File: src/rtl/rpp_pkg.sv
`timescale 1ns / 1ps
// Shared types, constants and codes for the rotated two-plane pixel plotter.
package rpp_pkg;

  localparam int MAX_WIDTH     = 512;
  localparam int MAX_HEIGHT    = 512;
  localparam int ROW_BYTES_MAX = (MAX_WIDTH + 7) / 8;
  localparam int PLANE_BYTES   = ROW_BYTES_MAX * MAX_HEIGHT;

  localparam int ADDR_W  = $clog2(PLANE_BYTES);
  localparam int SUM_W   = ADDR_W + 2;
  localparam int PX_W    = $clog2(MAX_WIDTH);
  localparam int PY_W    = $clog2(MAX_HEIGHT);
  localparam int RB_W    = $clog2(ROW_BYTES_MAX + 1);
  localparam int CFG_W   = 10;
  localparam int ROT_W   = 2;
  localparam int COORD_W = 16;
  localparam int PEN_W   = 2;
  localparam int IDX_W   = 2;

  localparam logic [7:0] BLACK_CLEAR = 8'hFF;
  localparam logic [7:0] RED_CLEAR   = 8'h00;

  localparam logic [CFG_W-1:0] WIDTH_RESET  = CFG_W'(400);
  localparam logic [CFG_W-1:0] HEIGHT_RESET = CFG_W'(300);
  localparam logic [ROT_W-1:0] ROT_RESET    = '0;

  localparam logic [IDX_W-1:0] CFG_IDX_WIDTH  = IDX_W'(0);
  localparam logic [IDX_W-1:0] CFG_IDX_HEIGHT = IDX_W'(1);
  localparam logic [IDX_W-1:0] CFG_IDX_ROT    = IDX_W'(2);

  localparam logic [PEN_W-1:0] PEN_BLACK = PEN_W'(1);
  localparam logic [PEN_W-1:0] PEN_RED   = PEN_W'(2);

  localparam logic [ROT_W-1:0] ROT_0   = ROT_W'(0);
  localparam logic [ROT_W-1:0] ROT_90  = ROT_W'(1);
  localparam logic [ROT_W-1:0] ROT_180 = ROT_W'(2);
  localparam logic [ROT_W-1:0] ROT_270 = ROT_W'(3);

  typedef struct packed {
    logic signed [COORD_W-1:0] x_coord;
    logic signed [COORD_W-1:0] y_coord;
    logic [PEN_W-1:0]          pen_color;
  } in_word_t;

  typedef struct packed {
    logic              written;
    logic [ADDR_W-1:0] byte_address;
    logic [7:0]        black_byte;
    logic [7:0]        red_byte;
  } out_word_t;

  typedef struct packed {
    logic [CFG_W-1:0] panel_width;
    logic [CFG_W-1:0] panel_height;
    logic [ROT_W-1:0] rotation;
  } cfg_t;

  typedef struct packed {
    logic              ok;
    logic [ADDR_W-1:0] addr;
    logic [2:0]        bit_sel;
    logic [PEN_W-1:0]  pen;
  } map_t;

  typedef struct packed {
    logic              en;
    logic [ADDR_W-1:0] addr;
    logic [7:0]        black;
    logic [7:0]        red;
  } plane_wr_t;

  typedef enum logic [2:0] {
    ST_CLEAR,
    ST_IDLE,
    ST_MAP,
    ST_ADDR,
    ST_READ,
    ST_MOD
  } state_t;

endpackage

File: src/rtl/rpp_map.sv
`timescale 1ns / 1ps
// Two-stage coordinate mapper: bounds check and rotation, then byte address.
module rpp_map (
  input  logic              clk,
  input  logic              ld_map,
  input  logic              ld_addr,
  input  rpp_pkg::in_word_t in_word,
  input  rpp_pkg::cfg_t     cfg,
  output rpp_pkg::map_t     map_res
);
  import rpp_pkg::*;

  logic [CFG_W-1:0]   w_c;
  logic [CFG_W-1:0]   h_c;
  logic [CFG_W-1:0]   lw;
  logic [CFG_W-1:0]   lh;
  logic [COORD_W-2:0] x_mag;
  logic [COORD_W-2:0] y_mag;
  logic               inb;
  logic [CFG_W-1:0]   w_m1_x;
  logic [CFG_W-1:0]   w_m1_y;
  logic [CFG_W-1:0]   h_m1_x;
  logic [CFG_W-1:0]   h_m1_y;
  logic [PX_W-1:0]    px;
  logic [PY_W-1:0]    py;
  logic [CFG_W:0]     rb_sum;

  logic [PX_W-1:0]    px_r;
  logic [PY_W-1:0]    py_r;
  logic               inb_r;
  logic [PEN_W-1:0]   pen_r;
  logic [RB_W-1:0]    row_bytes_r;

  logic [SUM_W-1:0]   addr_full;
  map_t               map_r;

  always_comb begin
    w_c = (cfg.panel_width > CFG_W'(MAX_WIDTH)) ? CFG_W'(MAX_WIDTH) : cfg.panel_width;
    h_c = (cfg.panel_height > CFG_W'(MAX_HEIGHT)) ? CFG_W'(MAX_HEIGHT) : cfg.panel_height;
    lw  = cfg.rotation[0] ? h_c : w_c;
    lh  = cfg.rotation[0] ? w_c : h_c;
    x_mag = in_word.x_coord[COORD_W-2:0];
    y_mag = in_word.y_coord[COORD_W-2:0];
    inb = !in_word.x_coord[COORD_W-1] && !in_word.y_coord[COORD_W-1] &&
          (x_mag < (COORD_W-1)'(lw)) && (y_mag < (COORD_W-1)'(lh));
    w_m1_x = w_c - CFG_W'(1) - x_mag[CFG_W-1:0];
    w_m1_y = w_c - CFG_W'(1) - y_mag[CFG_W-1:0];
    h_m1_x = h_c - CFG_W'(1) - x_mag[CFG_W-1:0];
    h_m1_y = h_c - CFG_W'(1) - y_mag[CFG_W-1:0];
    rb_sum = (CFG_W+1)'(w_c) + (CFG_W+1)'(7);
    unique case (cfg.rotation)
      ROT_90: begin
        px = w_m1_y[PX_W-1:0];
        py = x_mag[PY_W-1:0];
      end
      ROT_180: begin
        px = w_m1_x[PX_W-1:0];
        py = h_m1_y[PY_W-1:0];
      end
      ROT_270: begin
        px = y_mag[PX_W-1:0];
        py = h_m1_x[PY_W-1:0];
      end
      default: begin
        px = x_mag[PX_W-1:0];
        py = y_mag[PY_W-1:0];
      end
    endcase
  end

  always_ff @(posedge clk) begin
    if (ld_map) begin
      px_r        <= px;
      py_r        <= py;
      inb_r       <= inb;
      pen_r       <= in_word.pen_color;
      row_bytes_r <= RB_W'(rb_sum >> 3);
    end
  end

  assign addr_full = SUM_W'(py_r) * SUM_W'(row_bytes_r) + SUM_W'(px_r >> 3);

  always_ff @(posedge clk) begin
    if (ld_addr) begin
      map_r.ok      <= inb_r && (addr_full < SUM_W'(PLANE_BYTES));
      map_r.addr    <= addr_full[ADDR_W-1:0];
      map_r.bit_sel <= px_r[2:0];
      map_r.pen     <= pen_r;
    end
  end

  assign map_res = map_r;

endmodule

File: config.mk
export PLATFORM = sky130hd
export DESIGN_NAME = rpp_map
export DESIGN_NICKNAME = d
export VERILOG_FILES = /design/src/rtl/rpp_pkg.sv /design/src/rtl/rpp_map.sv
export SDC_FILE = /design/constraint.sdc
export NUM_CORES = 1
export LEC_CHECK = 0
export ABC_AREA = 1
export BUFFER_PORTS_ARGS = -buffer_cell sky130_fd_sc_hd__buf_2
export CAP_MARGIN = 40
export CORE_UTILIZATION = 57
export DETAILED_ROUTE_END_ITERATION = 6
export PLACE_DENSITY = 0.79
export SLEW_MARGIN = 30
export SYNTH_ARGS = -nofsm -noshare
export SYNTH_HDL_FRONTEND = slang
export SYNTH_SLANG_ARGS = --single-unit
File: constraint.sdc
create_clock -name clk -period 5.75 [get_ports clk]
set_clock_uncertainty 0.1 [all_clocks]
set_input_delay 1.15 -clock clk [delete_from_list [all_inputs] [get_ports clk]]
set_output_delay 1.15 -clock clk [all_outputs]
set_load 0.01 [all_outputs]
==> results_tabular.tex <==
\begin{tabular}{lr}
\hline
Metric & Value \\
\hline
\multicolumn{2}{l}{\textbf{Placement}} \\
Number of buffers inserted by port buffering & 79 \\
Routability cong. & 0.9364 \\
Hpwl dp & 11940 um \\
Dpl ws & 1.100 ns \\
\multicolumn{2}{l}{\textbf{Timing}} \\
Relative slew slack & 0.5900 \\
Setup repair after global routing missed its margin & no \\
Final number of max-transition violations & 0 \\
Highest attainable clock frequency & 220.7 MHz \\
Total negative slack for setup checks & 0 ns \\
Share of the cycle needed by the critical path after routing & 0.7879 \\
Post-layout minimum cycle time & 4.530 ns \\
Post-layout worst setup margin & 1.220 ns \\
Worst-margin pin slew & 0.6150 ns \\
Final hold vios & 0 \\
Number of failing setup endpoints in the final timing report & 0 \\
\multicolumn{2}{l}{\textbf{GRT}} \\
Number of global-route vias before repair & 5405 \\
Global-route wire length before repair & 24350 um \\
Global router's overall resource usage & 0.2642 \\
Initial antenna violation count & 0 \\
Pin count of the biggest net entering global routing & 29 \\
Remaining Overflow, GRT & 0 \\
\multicolumn{2}{l}{\textbf{Power}} \\
Maximum resistive drop on vdd & 0.4062 mV \\
Cell leakage power & 0.003906 uW \\
Power density over the cells & 375.5 nW/um2 \\
\multicolumn{2}{l}{\textbf{Yosys}} \\
Leading cell types by total area after synthesis & sky130\_fd\_sc\_hd\_\_edfxtp\_1 23\%, sky130\_fd\_sc\_hd\_\_ha\_1 16\%, sky130\_fd\_sc\_hd\_\_fa\_1 13\% \\
Mapped Nets & 1034 \\
Cells after synthesis & 850 \\
Ys async rst share & 0 \\
Post-synthesis instance area & 6456 um2 \\
Flop and latch count out of synthesis & 49 \\
Area share of the leading cell type in the synthesized netlist & 0.2279 \\
Most instantiated flip-flop cell in the synthesis netlist & sky130\_fd\_sc\_hd\_\_edfxtp\_1 \\
Synth Area per Inst & 7.596 um2 \\
Number of warnings reported in the yosys synthesis log & 0 \\
Number of flops mapped to enable cells by yosys & 49 \\
Netlist cell types & 44 \\
Share of synthesized area occupied by flip-flops and latches & 0.2279 \\
Cell with the most instances after synthesis & sky130\_fd\_sc\_hd\_\_nand2\_1 \\
Cell taking the most area after synthesis & sky130\_fd\_sc\_hd\_\_edfxtp\_1 \\
List of most frequent post-synthesis cells & 198 x sky130\_fd\_sc\_hd\_\_nand2\_1, 177 x sky130\_fd\_sc\_hd\_\_inv\_1, 83 x sky130\_fd\_sc\_hd\_\_ha\_1 \\
\multicolumn{2}{l}{\textbf{Final layout}} \\
\# diodes & 0 \\
Fraction of layout cells with a size suffix above 1 & 0.1242 \\
Fillers & 982 \\
Nets & 1101 \\
Area grow syn2layout & 10.10\% \\
\multicolumn{2}{l}{\textbf{Critical path}} \\
Category of cells accounting for the largest share of critical-path delay & adder cells \\
CP Launch Type & register \\
Crit path required time & 5.69 ns \\
Category of the most critical setup path & reg2reg \\
Worst EP arrival & 4.47 ns \\
Critical Path Sink Type & register \\
Worst setup path start & row\_bytes\_r[6]\$\_DFFE\_PP\_ \\
Cells traversed along the worst timing path & nand2\_1, fa\_1, fa\_1, inv\_1, fa\_1, inv\_1, fa\_1, inv\_1, ha\_1, nand2\_1, nand2\_1, inv\_1, o21ai\_0, a21oi\_1, o21ai\_2, nand3\_1, nand2\_1, xor2\_1 \\
Startpoint of the worst register-to-register path & row\_bytes\_r[6]\$\_DFFE\_PP\_ \\
Number of buffers and inverters on the critical path & 4 \\
Cell with the biggest individual delay on the critical path & sky130\_fd\_sc\_hd\_\_fa\_1 \\
Largest driver fanout on the critical path & 9 \\
Largest stage delay, worst path & 0.54 ns \\
\multicolumn{2}{l}{\textbf{Min path}} \\
Worst Hold Class & reg2reg \\
Worst min-delay path startpoint & pen\_r[1]\$\_DFFE\_PP\_ \\
\multicolumn{2}{l}{\textbf{Routing}} \\
Number of DRC violations after detailed routing & 0 \\
Average via count per standard cell & 5.364 \\
1st-pass router iterations & 5 \\
Detail Route Antenna Nets & 0 \\
Via total after detailed routing & 5675 \\
Avg WL per Cell & 13.47 um \\
Initial drt markers & 361 \\
Total Routed Length & 14260 um \\
\multicolumn{2}{l}{\textbf{Floorplan}} \\
Standard-cell rows & 38 \\
Placeable core area & 10940 um2 \\
Starting Density & 0.5904 \\
Die ar. & 11760 um2 \\
I/O pin count & 80 \\
Die Span Y & 108.4 um \\
Die width & 108.4 um \\
\multicolumn{2}{l}{\textbf{Clocking}} \\
CTS Hold Buffers Added & 0 \\
Quantity of gates resized following cts & 0 \\
Number of H-tree branching levels & 2 \\
Cell at the root of the clock tree & sky130\_fd\_sc\_hd\_\_clkbuf\_16 \\
Clock latency on the worst-skew pair & 0.29 ns \\
Clock Tree Buf Depth & 2 \\
Clock slew seen by the registers of the worst setup and hold paths & 0.06 ns \\
Clock sink count & 49 \\
Post-CTS Repair Setup Buffers & 0 \\
Cts bufs inserted & 5 \\
CTS tree & yes \\
\multicolumn{2}{l}{\textbf{Run}} \\
Max Cap Viol & 0 \\
\multicolumn{2}{l}{\textbf{Status}} \\
Run status & finished, final reports clean \\
\hline
\end{tabular}
-- final cells by class --
cell class,count,area (um2),area share
multi-input combinational,597,4214,0.5929
sequential,49,1471,0.2070
inverter,183,689.4,0.09699
timing repair buffer,81,417.9,0.05879
tap,140,175.2,0.02464
clock buffer,7,132.6,0.01866
clock inverter,1,7.507,0.001056
-- power by group --
part,internal (uW),switching (uW)
sequential,571,43.3
clock,162,124
combinational,697,1070
total,1430,1240
-- worst reg2reg max path, stage by stage, from the launching register on --
cell	delay, ns
sky130_fd_sc_hd__edfxtp_1	0.52
sky130_fd_sc_hd__nand2_1	0.13
sky130_fd_sc_hd__fa_1	0.52
sky130_fd_sc_hd__fa_1	0.54
sky130_fd_sc_hd__inv_1	0.05
sky130_fd_sc_hd__fa_1	0.53
sky130_fd_sc_hd__inv_1	0.05
sky130_fd_sc_hd__fa_1	0.53
sky130_fd_sc_hd__inv_1	0.04
sky130_fd_sc_hd__ha_1	0.38
sky130_fd_sc_hd__nand2_1	0.09
sky130_fd_sc_hd__nand2_1	0.06
sky130_fd_sc_hd__inv_1	0.06
sky130_fd_sc_hd__o21ai_0	0.07
sky130_fd_sc_hd__a21oi_1	0.25
sky130_fd_sc_hd__o21ai_2	0.10
sky130_fd_sc_hd__nand3_1	0.07
sky130_fd_sc_hd__nand2_1	0.06
sky130_fd_sc_hd__xor2_1	0.14
-- stage by stage --
stage	power (uW)	area (um2)	utilization	std cells	hold WS, ns
global placement	2314	6953	0.6358	1049	0.3007
detailed placement	2387	6968	0.6372	1050	0.3054
global route	2983	7108	0.6500	1058	0.3319
finish	2669	7108	0.6500	1058	0.3206
CTS	2684	7108	0.6500	1058	0.3215
floorplan	1970	6456	-	850	0.3003
-- placed cells by master (no fill, tap or decap), drive strengths merged, types with 3 or more instances in the layout --
master,n
o21ai,58
a21oi,65
buf,81
xnor2,4
nor3,6
nand4,7
or2,7
edfxtp,49
nand3b,3
o311ai,3
nand3,23
xor2,24
nor2,43
nand2,203
ha,83
inv,182
nor4,4
clkbuf,7
fa,42
a22oi,7
-- kinds of logic after synthesis --
family / after synthesis / synth area share
flops: 49 / 0.2279
buf+inv: 204 / 0.1194
xor+xnor: 28 / 0.03798
fa+ha+maj: 125 / 0.2911
simple gates: 297 / 0.1979
compound gates: 147 / 0.1258
-- registers in the layout, indices dropped and copies added, names as in the netlist --
| register | count |
|---|---|
| map_res | 21 |
| px_r | 9 |
| py_r | 9 |
| row_bytes_r | 7 |
| pen_r | 2 |
| inb_r | 1 |
-- metal layers --
layer  global-route usage  part of all wire  wire, um
met5                    0                 0         0
met4               0.1120             0.035       503
met3              0.02954             0.056       803
met2               0.4530              0.47      6686
met1               0.3364              0.44      6262
-- path summary, 6_finish.rpt --
path	endpoint	slack, ns	cells after the start
max	map_res[18]$_DFFE_PP_	1.22	18
min	map_res[1]$_DFFE_PP_	0.32	0
max reg2reg	map_res[18]$_DFFE_PP_	1.22	18
min reg2reg	map_res[1]$_DFFE_PP_	0.32	0
Power figures use the tool's default switching activity.
